===== config.mk =====
export PLATFORM = sky130hd
export DESIGN_NAME = conditional_directive_stack_top
export DESIGN_NICKNAME = d
export VERILOG_FILES = /design/src/rtl/cds_pkg.sv /design/src/rtl/cds_cell.sv /design/src/rtl/cds_ctrl.sv /design/src/rtl/cds_obuf.sv /design/src/rtl/conditional_directive_stack_top.sv
export SDC_FILE = /design/constraint.sdc
export NUM_CORES = 1
export LEC_CHECK = 0
export ABC_CLOCK_PERIOD_IN_PS = 8300
export BUFFER_PORTS_ARGS = -buffer_cell sky130_fd_sc_hd__buf_2
export CAP_MARGIN = 20
export CORE_MARGIN = 2
export CORE_UTILIZATION = 54
export DETAILED_ROUTE_END_ITERATION = 6
export PLACE_DENSITY = 0.72
export SYNTH_ARGS = -nofsm -noshare
export SYNTH_HDL_FRONTEND = slang
export SYNTH_SLANG_ARGS = --single-unit
export TNS_END_PERCENT = 30

===== constraint.sdc =====
create_clock -name clk_i -period 8.3 [get_ports clk_i]
set_input_delay 0.83 -clock clk_i [delete_from_list [all_inputs] [get_ports clk_i]]
set_output_delay 0.83 -clock clk_i [all_outputs]
set_load 0.1 [all_outputs]

===== src/rtl/cds_pkg.sv =====
`default_nettype none

package cds_pkg;

  localparam int unsigned StackDepthDef = 16;

  typedef enum logic [1:0] {
    MODE_ACTIVE = 2'd0,
    MODE_FALSE  = 2'd1,
    MODE_NEVER  = 2'd2
  } mode_e;

  typedef enum logic [2:0] {
    ACT_IF     = 3'd0,
    ACT_IFDEF  = 3'd1,
    ACT_IFNDEF = 3'd2,
    ACT_ELSE   = 3'd3,
    ACT_ELIF   = 3'd4,
    ACT_ENDIF  = 3'd5
  } act_e;

  typedef enum logic [2:0] {
    ERR_NONE       = 3'd0,
    ERR_ELSE_AGAIN = 3'd1,
    ERR_ELSE_OUT   = 3'd2,
    ERR_ELIF_OUT   = 3'd3,
    ERR_ENDIF_OUT  = 3'd4,
    ERR_OVERFLOW   = 3'd5,
    ERR_BAD_NAME   = 3'd6
  } err_e;

  typedef struct packed {
    logic [2:0] action;
    logic       cond_true;
    logic       name_defined;
    logic       name_valid;
  } cds_req_t;

  typedef struct packed {
    logic       emit_lines;
    logic [1:0] cur_mode;
    logic [4:0] nest_depth;
    logic       cond_used;
    logic [2:0] err_code;
  } cds_rsp_t;

  typedef struct packed {
    mode_e mode;
    logic  else_seen;
  } cds_entry_t;

  typedef struct packed {
    logic push;
    logic pop;
  } cds_shift_t;

endpackage

`default_nettype wire


===== src/rtl/cds_cell.sv =====
`default_nettype none

module cds_cell import cds_pkg::*; (
  input  wire        clk_i,
  input  cds_shift_t shift_i,
  input  cds_entry_t up_i,
  input  cds_entry_t dn_i,
  output cds_entry_t q_o
);

  cds_entry_t entry_q;

  always_ff @(posedge clk_i) begin
    if (shift_i.push) begin
      entry_q <= up_i;
    end else if (shift_i.pop) begin
      entry_q <= dn_i;
    end
  end

  assign q_o = entry_q;

endmodule

`default_nettype wire


===== src/rtl/cds_ctrl.sv =====
`default_nettype none

module cds_ctrl import cds_pkg::*; #(
  parameter  int unsigned STACK_DEPTH = StackDepthDef,
  localparam int unsigned LW          = $clog2(STACK_DEPTH + 1)
) (
  input  wire        clk_i,
  input  wire        rst_ni,
  input  wire        accept_i,
  input  cds_req_t   req_i,
  input  cds_entry_t below_i,
  output cds_entry_t top_o,
  output cds_shift_t shift_o,
  output cds_rsp_t   rsp_o
);

  mode_e           mode_q, mode_d, new_mode;
  logic            else_q, else_d;
  logic [LW-1:0]   level_q, level_d;
  logic            push, pop, used, full, empty, want;
  err_e            err;
  act_e            act;
  logic [LW+4:0]   depth_ext;

  assign act   = act_e'(req_i.action);
  assign full  = (level_q == LW'(STACK_DEPTH));
  assign empty = (level_q == '0);
  assign want  = (act == ACT_IFDEF) ? req_i.name_defined : !req_i.name_defined;

  always_comb begin
    mode_d   = mode_q;
    else_d   = else_q;
    level_d  = level_q;
    push     = 1'b0;
    pop      = 1'b0;
    used     = 1'b0;
    err      = ERR_NONE;
    new_mode = MODE_NEVER;
    unique case (act)
      ACT_IF: begin
        if (full) begin
          err = ERR_OVERFLOW;
        end else begin
          push = 1'b1;
          if (mode_q == MODE_ACTIVE) begin
            used     = 1'b1;
            new_mode = req_i.cond_true ? MODE_ACTIVE : MODE_FALSE;
          end
        end
      end
      ACT_IFDEF, ACT_IFNDEF: begin
        if (mode_q == MODE_ACTIVE) begin
          used = 1'b1;
          if (req_i.name_valid) begin
            new_mode = want ? MODE_ACTIVE : MODE_FALSE;
          end else begin
            new_mode = MODE_FALSE;
            err      = ERR_BAD_NAME;
          end
        end
        if (full) begin
          err = ERR_OVERFLOW;
        end else begin
          push = 1'b1;
        end
      end
      ACT_ELSE, ACT_ELIF: begin
        if (empty) begin
          err = (act == ACT_ELIF) ? ERR_ELIF_OUT : ERR_ELSE_OUT;
        end else if (else_q) begin
          err = ERR_ELSE_AGAIN;
        end else begin
          unique case (mode_q)
            MODE_ACTIVE: mode_d = MODE_NEVER;
            MODE_FALSE: begin
              if (act == ACT_ELIF) begin
                used   = 1'b1;
                mode_d = req_i.cond_true ? MODE_ACTIVE : MODE_FALSE;
              end else begin
                mode_d = MODE_ACTIVE;
              end
            end
            default: mode_d = mode_q;
          endcase
          else_d = (act == ACT_ELSE);
        end
      end
      ACT_ENDIF: begin
        if (empty) begin
          err = ERR_ENDIF_OUT;
        end else begin
          pop     = 1'b1;
          mode_d  = below_i.mode;
          else_d  = below_i.else_seen;
          level_d = level_q - LW'(1);
        end
      end
      default: ;
    endcase
    if (push) begin
      mode_d  = new_mode;
      else_d  = 1'b0;
      level_d = level_q + LW'(1);
    end
  end

  always_ff @(posedge clk_i or negedge rst_ni) begin
    if (!rst_ni) begin
      mode_q  <= MODE_ACTIVE;
      else_q  <= 1'b0;
      level_q <= '0;
    end else if (accept_i) begin
      mode_q  <= mode_d;
      else_q  <= else_d;
      level_q <= level_d;
    end
  end

  assign top_o.mode      = mode_q;
  assign top_o.else_seen = else_q;
  assign shift_o.push    = accept_i & push;
  assign shift_o.pop     = accept_i & pop;

  assign depth_ext        = {5'd0, level_d};
  assign rsp_o.emit_lines = (mode_d == MODE_ACTIVE);
  assign rsp_o.cur_mode   = mode_d;
  assign rsp_o.nest_depth = depth_ext[4:0];
  assign rsp_o.cond_used  = used;
  assign rsp_o.err_code   = err;

endmodule

`default_nettype wire


===== src/rtl/cds_obuf.sv =====
`default_nettype none

module cds_obuf import cds_pkg::*; (
  input  wire      clk_i,
  input  wire      rst_ni,
  input  wire      push_i,
  input  cds_rsp_t rsp_i,
  output logic     stall_o,
  output logic     valid_o,
  input  wire      stall_i,
  output cds_rsp_t rsp_o
);

  logic     out_valid_q, out_valid_d, skid_valid_q, skid_valid_d;
  cds_rsp_t out_q, out_d, skid_q, skid_d;

  always_comb begin
    out_valid_d  = out_valid_q;
    out_d        = out_q;
    skid_valid_d = skid_valid_q;
    skid_d       = skid_q;
    if (!out_valid_q || !stall_i) begin
      if (skid_valid_q) begin
        out_valid_d  = 1'b1;
        out_d        = skid_q;
        skid_valid_d = 1'b0;
      end else begin
        out_valid_d = push_i;
        if (push_i) begin
          out_d = rsp_i;
        end
      end
    end else if (push_i) begin
      skid_valid_d = 1'b1;
      skid_d       = rsp_i;
    end
  end

  always_ff @(posedge clk_i or negedge rst_ni) begin
    if (!rst_ni) begin
      out_valid_q  <= 1'b0;
      skid_valid_q <= 1'b0;
    end else begin
      out_valid_q  <= out_valid_d;
      skid_valid_q <= skid_valid_d;
    end
  end

  always_ff @(posedge clk_i) begin
    out_q  <= out_d;
    skid_q <= skid_d;
  end

  assign stall_o = skid_valid_q;
  assign valid_o = out_valid_q;
  assign rsp_o   = out_q;

endmodule

`default_nettype wire


===== src/rtl/conditional_directive_stack_top.sv =====
// An accepted result is registered in output (or skid) register and shown at out_valid_o.
// Throughput: one request per cycle unless in_stall_o; push/pop shift the stack one cell.
// in_stall_o is registered and rises only when both the output and skid registers hold data.
// Reset (rst_ni low, async): mode active, depth zero, output and skid registers empty.
// Stack cells beneath the top carry no reset; each is written by a push before it is read.
`default_nettype none

module conditional_directive_stack_top import cds_pkg::*; #(
  parameter int unsigned STACK_DEPTH = StackDepthDef
) (
  input  wire      clk_i,
  input  wire      rst_ni,
  input  wire      in_valid_i,
  output logic     in_stall_o,
  input  cds_req_t in_req_i,
  output logic     out_valid_o,
  input  wire      out_stall_i,
  output cds_rsp_t out_rsp_o
);

  logic       accept;
  cds_entry_t top;
  cds_shift_t shift;
  cds_rsp_t   rsp;
  cds_entry_t cell_q [STACK_DEPTH];

  assign accept = in_valid_i & ~in_stall_o;

  cds_ctrl #(
    .STACK_DEPTH(STACK_DEPTH)
  ) u_ctrl (
    .clk_i    (clk_i),
    .rst_ni   (rst_ni),
    .accept_i (accept),
    .req_i    (in_req_i),
    .below_i  (cell_q[0]),
    .top_o    (top),
    .shift_o  (shift),
    .rsp_o    (rsp)
  );

  for (genvar i = 0; i < STACK_DEPTH; i++) begin : g_cell
    cds_entry_t up, dn;
    if (i == 0) begin : g_first
      assign up = top;
    end else begin : g_mid
      assign up = cell_q[i-1];
    end
    if (i == STACK_DEPTH - 1) begin : g_last
      assign dn = cell_q[i];
    end else begin : g_inner
      assign dn = cell_q[i+1];
    end
    cds_cell u_cell (
      .clk_i   (clk_i),
      .shift_i (shift),
      .up_i    (up),
      .dn_i    (dn),
      .q_o     (cell_q[i])
    );
  end

  cds_obuf u_obuf (
    .clk_i   (clk_i),
    .rst_ni  (rst_ni),
    .push_i  (accept),
    .rsp_i   (rsp),
    .stall_o (in_stall_o),
    .valid_o (out_valid_o),
    .stall_i (out_stall_i),
    .rsp_o   (out_rsp_o)
  );

endmodule

`default_nettype wire


; ---- After elaboration in Yosys (flattened, before gate mapping)
; Index checks and enable logic that the tools add are counted.
[totals]
input_bits = 10
out_inout_bits = 14
word_cells = 159
register_bits = 82
[classes]
mux = 78
eq_ne = 9
n_addsub = 2
bitwise_logic = 5
reduce_logical = 18
[ops]
columns = cell, count
row1 = $mux 3, 36
row2 = $mux 12, 2
row3 = $mux 1, 22
row4 = $mux 2, 9
row5 = $mux 5, 3
row6 = $pmux 2 s2, 3
row7 = $pmux 3 s4, 1
row8 = $eq 3x2->1 const B, 2
row9 = $eq 3x3->1 const B, 2
row10 = $ne 3x2->1 const B, 2
row11 = $reduce_bool 2->1, 3
row12 = $add 5x1->5 const B, 1
row13 = $eq 5x5->1 const B, 1
row14 = $logic_not 5->1, 1
row15 = $sub 5x1->5 const B, 1
row16 = $logic_not 2->1, 2
row17 = $reduce_and 2->1, 2
row18 = $reduce_and 4->1, 1
row19 = $reduce_or 2->1, 2
row20 = $and 1x1->1, 3
row21 = $eq 3x1->1 const B, 1
row22 = $logic_not 1->1, 3
row23 = $logic_not 3->1, 1
row24 = $pmux 1 s3, 1
row25 = other kinds (6), 7

; ---- Logic depth before layout (Yosys ltp)
; Gate-level depths: netlist of run 1.
[logic_depth]
word_depth = 10
mapped_depth = 8
mapped_depth_nobuf = 7

; ---- Hierarchy
; A second synthesis of run 1 with hierarchy kept.
[hier_totals]
hier_cells = 319
hier_area_um2 = 4311.6
[by_module_without_submodules]
columns = module, instances, area_per_inst_um2, cells_per_inst
row1 = cds_cell, 16, 130.1, 7
row2 = cds_ctrl, 1, 1218.7, 162
row3 = cds_obuf, 1, 997.2, 44
row4 = conditional_directive_stack_top, 1, 13.8, 1

; ---- Worst setup path after synthesis of run 1
; OpenSTA, ideal clock, no wires.
[synth_path]
path_kind = input to register
startpoint = input port in_req_i[5] (netlist name)
endpoint = register g_cell[0].u_cell.entry_q, in the netlist g_cell[0].u_cell.q_o[0], enable pin
n_path_buf = 2
t_required_ns = 7.901
t_arrival_ns = 2.652
cell_stages = 7
slack_ns = 5.249
cell_sequence = clkbuf_2 a21oi_1 buf_2 nor2_1 a21oi_1 nand2_1 inv_1
[synth_between]
elab_chain_cells = 5
[synth_lines]
columns = element, line
row1 = from (decl), conditional_directive_stack_top.sv:15  ; input cds_req_t in_req_i,
row2 = $eq 3x2->1 (tied with other cells), cds_ctrl.sv:39  ; unique case (act)
row3 = $reduce_or 3->1 (no line), -
row4 = $mux 1, -
row5 = $and 1x1->1, cds_ctrl.sv:121  ; assign shift_o.push = accept_i & push;
row6 = $reduce_bool 2->1 (no line) *, -
row7 = to (signal assigned), cds_cell.sv:15  ; entry_q <= up_i;
row8 = to (signal assigned), cds_cell.sv:17  ; entry_q <= dn_i;
row9 = to (decl), cds_cell.sv:11  ; cds_entry_t entry_q;
; Every way passes the cells marked *; elsewhere a longest branch is shown, timed or not.
; A chain may end at the register's enable or synchronous reset.

; ---- Final worst setup path of run 1
[layout_path]
startpoint = input port in_req_i[3] (netlist name)
endpoint = register g_cell[3].u_cell.entry_q, in the netlist g_cell[3].u_cell.q_o[2] (data pin)
[layout_between]
elab_chain_cells = 5
[layout_lines]
columns = element, line
row1 = $eq 3x2->1 (tied with other cells), cds_ctrl.sv:39
row2 = $reduce_or 3->1 (no line) *, -
row3 = $mux 1 *, -
row4 = $and 1x1->1 *, cds_ctrl.sv:121
row5 = $mux 3 *, cds_cell.sv:14  ; if (shift_i.push) begin
row6 = to (signal assigned), cds_cell.sv:15
row7 = to (signal assigned), cds_cell.sv:17
row8 = to (decl), cds_cell.sv:11
; Marked as above.

==> metrics, run 1 <==
Layout Nets a little over 300; PortBufs 23; CTS max path bufs 2; GRT overflow 0; Hold Path Class input pin to async pin; Filler Cell Count between 500 and 600; status complete, no violations; cell depth of the worst setup path 6; # Post-CTS Setup Buffers 0; Num CTS Buffers 9; critical-path maximum fanout 26; Worst R2R Setup Slack ~5600 ps; fin crit share between 30% and 40%; Placeable Area 0.00718 sq mm; synth unique cells between 50 and 60; clock transition at the registers of the reported paths 90 ps; mapped cell area 0.00395 sq mm; Seq/Total Area, Yosys about three fifths; vias post-DR roughly 2.3k; dpl cells around 380; final antenna-violating net count 0; initial antenna violation count 0; skew final roughly 11 ps; hold slack roughly 360 ps; Resize count post-CTS 0; Initial DRC Count about 140; drt drc 0; clk root buf clkbuf_8; cells along the critical path buf_2, a21oi_1, nand2_1, nor2_4, buf_16, mux2_2; flops & latches, synth 82; Top Ports 24; Required @ worst endpoint about 8400 ps; Critical R2R Launch u_ctrl.level_q[1]$_DFFE_PN0P_; Post-Synthesis Cells 276; detailed-route vias per instance ~5.8; die area about 0.0080 sq mm; row count 31; CP max-delay cell a21oi_1; kind of critical path input pin to register; commonest non-fill, non-tap cell in the layout edfxtp_1; synthesis-to-finish area growth 9.37%; post-DR wirelength/cell approximately 17 um; fin. max-slew vios 0; number of global-route vias before repair between 2k and 2.5k; largest net degree at the start of global routing 46; Worst setup EP type register; Max-Cap Viols 0; leading area contributor after synthesis edfxtp_1; commonest non-fill, non-tap cells in the layout 72 x edfxtp_1, 57 x mux2_2, 23 x buf_2; Antenna Cells 0; Clock Latency Late Sink around 340 ps; Buf+Inv Stages, Crit Path 2; ranking of synthesized cells by area edfxtp_1 55%, mux2_2 16%, dfrtp_1 6.3%; leakage power about 1.5 nW; normalized max-slew margin a little over a third; post-route setup TNS 0 ps; Post-synth top flop edfxtp_1; WP data arrival 3320 ps; global-route wire length before repair ~11 mm; Worst R2R End g_cell[3].u_cell.q_o[2]$_DFFE_PP_; CTS Hold Bufs 0; final setup vio count 0; Largest stage delay, worst path between 700 and 800 ps; Detailed Place HPWL 4.30 mm; H-Tree Level Count 3; Die Height 89.6 um; DRT Wirelength about 6.6 mm; Max Clk Rate roughly 310 MHz; element type at the critical path start input pin; Post-synth EDFFs a little over 70; ys async rst share approximately an eighth; First-pass DRT Iterations 5; Synth Area per Inst 14.3 sq um; VDD IR max approximately 0.12 mV; Final GP Congestion 0.850; unrepaired setup endpoints after global routing false; Initial Util between 50% and 60%; Yosys top cell area share 54.7%; Final Hold Vio Count 0; fin crit period between 3000 and 4000 ps; CTS sink cnt 82; TritonCTS clock tree done; chip width ~90 um; final instance count without filler cells about 400; share of cells above drive strength 1 36.0%; worst r2r path cells 7; delay-heaviest family, CP simple AND/OR/NAND/NOR gates; number of synthesis warnings 0; worst slew pin tran between 900 and 1000 ps; pwr dens about 280 mW/mm^2; total global-route track usage between 15 and 20%; Synth Net Count slightly below 300
==> layer usage <==
metal | vias to the layer above | routed length [um] | global-route usage (%)
met5 | - | 0 | 0
met4 | 0 | 69 | 6.51
met3 | 4 | 402 | 4.71
met2 | 66 | 2800 | 23.8
met1 | 1149 | 3340 | 27.0
li1 | 1108 | - | -
==> cells by family (layout without fill, tap and decap cells) <==
kind of cell	after synthesis	in the layout	synth area share, %
AO/OA/AOI/OAI	49	49	9.18
XOR/XNOR	3	3	0.665
adder cells (fa/ha/maj)	3	3	0.949
buffers and inverters	24	48	2.85
flip-flops	82	82	61.0
multiplexers	59	59	16.8
AND/OR/NAND/NOR	56	56	8.54
==> cells in the mapped netlist, drive strengths merged, types with 2 or more instances <==
cell,n
o31ai,3
a22oi,4
o32ai,2
a21o,2
a31oi,2
mux2,59
a21oi,13
xnor2,3
edfxtp,72
clkbuf,6
nor3b,3
ha,3
nand3b,2
nand3,2
o32a,2
inv,6
buf,12
dfrtp,10
nor3,3
nand2,14
nor2b,5
nand4,2
o221ai,2
o211ai,2
o21ai,10
nor2,11
and3b,2
==> worst max-delay path by stage <==
stage                      startpoint                                 to  slack, ps
final                     in_req_i[3]  g_cell[3].u_cell.q_o[2]$_DFFE_PP_       5070
after floorplan           in_req_i[5]  g_cell[0].u_cell.q_o[0]$_DFFE_PP_       5250
after global placement    in_req_i[3]  g_cell[5].u_cell.q_o[0]$_DFFE_PP_       4600
after detailed placement  in_req_i[3]  g_cell[4].u_cell.q_o[2]$_DFFE_PP_       4790
after CTS                 in_req_i[3]  g_cell[3].u_cell.q_o[2]$_DFFE_PP_       5150
after global routing      in_req_i[3]  g_cell[2].u_cell.q_o[0]$_DFFE_PP_       4880
==> flip-flops by register name, indices dropped and copies added, names as in the netlist <==
name / flops
g_cell.u_cell.q_o: 48
u_obuf.stall_o: 1
u_obuf.valid_o: 1
u_ctrl.mode_q: 2
u_ctrl.else_q: 1
u_obuf.rsp_o: 12
u_obuf.skid_q: 12
u_ctrl.level_q: 5
==> worst register-to-register path: stages (launching register included) <==
cell       delay (ps)
dfrtp_1           460
inv_1             120
ha_1              260
nand4bb_1         220
nand2_1           180
nor2_4            600
buf_16            250
mux2_2            360
==> where the power goes <==
part	switching [mW]	internal (mW)	leakage, nW
Combinational	0.239	0.126	0.621
Clock	0.153	0.113	0.0810
Sequential	0.0657	0.535	0.793
==> stage by stage <==
| stage | util, % | power, mW | setup slack (ps) | instance area [sq um] |
|---|---|---|---|---|
| 6_report | 60.3 | 1.23 | 5070 | 4320 |
| 5_1_grt | 60.3 | 1.29 | 4880 | 4320 |
| 4_1_cts | 60.2 | 1.23 | 5150 | 4320 |
| 3_5_place_dp | 57.7 | 0.969 | 4790 | 4140 |
| 3_3_place_gp | 57.3 | 0.957 | 4600 | 4110 |
| 2_1_floorplan | - | 0.900 | 5250 | 3950 |
==> final cells by class <==
type | count | area (sq um) | share of cell area (%)
inverter | 6 | 22.5 | 0.521
clock buffer | 10 | 128 | 2.95
clock inverter | 6 | 51.3 | 1.19
sequential | 82 | 2410 | 55.8
tap | 99 | 124 | 2.86
multi-input combinational | 170 | 1430 | 33.0
timing repair buffer | 26 | 158 | 3.65
Note: power is estimated with default switching activity, not from simulation.
==> run 2: changes to the inputs <==
--- a/config.mk
+++ b/config.mk
@@ -5,7 +5,7 @@
 export SDC_FILE = /design/constraint.sdc
 export NUM_CORES = 1
 export LEC_CHECK = 0
-export ABC_CLOCK_PERIOD_IN_PS = 8300
+export ABC_CLOCK_PERIOD_IN_PS = 3100
 export BUFFER_PORTS_ARGS = -buffer_cell sky130_fd_sc_hd__buf_2
 export CAP_MARGIN = 20
 export CORE_MARGIN = 2
==> constraint.sdc (replaced) <==
create_clock -name clk_i -period 3.1 [get_ports clk_i]
set_input_delay 0.31 -clock clk_i [delete_from_list [all_inputs] [get_ports clk_i]]
set_output_delay 0.31 -clock clk_i [all_outputs]
set_load 0.1 [all_outputs]
==> run 2 against run 1 <==
  * Final cell count rose by 0.75%
  * Die area unchanged
  * Sequential power grew to 2.7 times the previous value
  * Global-route usage shrank 0.17 points
  * Non-clock buffer count grew 4
  * Worst hold slack worse by 120 ps
  * Combinational power grew to 2.7 times the previous value
  * Final area rose by 1.5%
  * Clock-buffer cell count unchanged
  * Clock power rose to 3.1 times the previous value
  * Critical path depth rose by 1
  * Clock skew fell by 0.96 ps
==> metrics, run 2 (synthesis gave the netlist of run 1 again) <==
status complete, no violations; Initial DRC Count ~150; sequential share of power ~47%; top layer used by detailed routing met4; Hold Path Class input pin to register; Clk pwr share roughly a quarter; Final Hold Vio Count 0; Max-Cap Viols 0; total global-route track usage between 10% and 20%; Required @ worst endpoint around 3200 ps; fin crit share 75.0%; worst slew pin tran 611 ps; global-route wire length before repair about 10 mm; Die Height 89.6 um; normalized max-slew margin just under 60%; Hold Path Stages 3; Detailed Place HPWL around 4.3 mm; Worst setup EP type register; Initial Util about 55%; CTS sink cnt between 80 and 90; cells along the critical path inv_1, ha_1, or3b_1, o21ai_0, a221o_1, o21ai_2, mux2_2; Placeable Area ~0.0072 sq mm; PortBufs 23; fin. max-slew vios 0; Layout Nets around 310; DRT Wirelength 6.59 mm; vias post-DR about 2.3k; number of global-route vias before repair roughly 2.1k; unrepaired setup endpoints after global routing false; synthesis-to-finish area growth 11.0%; clock transition at the registers of the reported paths 80 ps; P_sw roughly 1.2 mW; detailed-route vias per instance 5.72; largest net degree at the start of global routing 49; kind of critical path register to register; initial antenna violation count 0; post-DR wirelength/cell ~16 um; CP max-delay cell or3b_1; post-route setup slack between 700 and 800 ps; final setup vio count 0; switching share of power about 35%; commonest non-fill, non-tap cells in the layout 72 x edfxtp_1, 57 x mux2_2, 23 x buf_2; CTS max path bufs 2; drt drc 0; chip width ~90 um; final antenna-violating net count 0; Max Clk Rate 430 MHz; WP data arrival 2420 ps; TritonCTS clock tree done; VDD IR max 0.242 mV; CTS Hold Bufs 1; leakage power between 1.5 and 2 nW; max FFs per register between 40 and 50; critical-path maximum fanout 8; Num CTS Buffers 9; Antenna Cells 0; GRT overflow 0; Comb power frac about 29%; pwr dens 775 mW/mm^2; worst r2r path cells 7; Final Util roughly three fifths; Top Ports 24; met3 WL between 300 and 400 um; First-pass DRT Iterations 4; share of cells above drive strength 1 roughly 36%; WL met1 about 3.3 mm; die area between 0.008 and 0.009 sq mm; H-Tree Level Count 3; element type at the critical path start register; Clock Latency Late Sink ~340 ps; clk root buf clkbuf_8; commonest non-fill, non-tap cell in the layout edfxtp_1; DR WL met2 roughly 2.8 mm; Place WS 765 ps; Largest stage delay, worst path 520 ps; skew final between 9 and 10 ps; # Post-CTS Setup Buffers 0; Int Pwr between 2 and 2.5 mW; row count 31; fin crit period 2320 ps; Resize count post-CTS 0; post-route setup TNS 0 ps; Final GP Congestion 0.825
[run 2: cell types whose count changed in the layout (fill, tap and decap cells not counted)]
cell / delta
dlygate4sd3_1: +1
buf_16: -1
clkinv_2: +2
inv_8: -1
clkinvlp_4: -3
buf_12: +2
clkinv_4: -1
buf_4: +2
bufinv_16: +2
[run 2: per-stage QoR]
stage          instance area (sq um)  power [mW]  std cells  hold WS [ps]
2_1_floorplan                   3950        2.41        276          14.4
3_3_place_gp                    4170        2.58        386           193
3_5_place_dp                    4170        2.60        386           195
4_1_cts                         4390        3.42        402           227
5_1_grt                         4390        3.58        402           257
6_report                        4390        3.40        402           242
[run 2: final cells by class]
type	instances	area, sq um
inverter	6	22.5
multi-input combinational	170	1430
timing repair buffer	30	195
clock inverter	5	78.8
fill	543	2790
clock buffer	10	128
tap	99	124
sequential	82	2410
[run 2: layer usage]
metal  vias to the layer above  GRT usage (%)
met1                      1116           27.3
met3                         7           4.16
met4                         0           6.65
li1                       1116              -
met5                         -              0
met2                        59           23.3
[run 2: worst max-delay path: cells and delay by family, from the launching register on]
family	cells	cell delay [ps]
flip-flops	1	450
adder cells (fa/ha/maj)	1	220
multiplexers	1	280
AO/OA/AOI/OAI	3	480
AND/OR/NAND/NOR	1	520
buffers and inverters	1	130
[run 2: power groups by stage]
stage | clock network (mW) | registers, mW | logic, mW
floorplan | 0 | 1.80 | 0.607
global placement | 0 | 1.62 | 0.958
detailed placement | 0 | 1.63 | 0.973
CTS | 0.833 | 1.61 | 0.979
global route | 0.882 | 1.64 | 1.06
finish | 0.815 | 1.61 | 0.978
[run 2: final timing paths]
check	from	to	slack (ps)
max reg2reg	u_ctrl.level_q[1]$_DFFE_PN0P_	u_obuf.rsp_o[10]$_DFFE_PP_	780
max	u_ctrl.level_q[1]$_DFFE_PN0P_	u_obuf.rsp_o[10]$_DFFE_PP_	780
min	out_stall_i	u_obuf.valid_o$_DFFE_PN0N_	240
min reg2reg	g_cell[14].u_cell.q_o[1]$_DFFE_PP_	g_cell[15].u_cell.q_o[1]$_DFFE_PP_	460
max in group asynchronous	rst_ni	u_ctrl.level_q[2]$_DFFE_PN0P_	2520
min in group asynchronous	rst_ni	u_ctrl.else_q$_DFFE_PN0P_	370
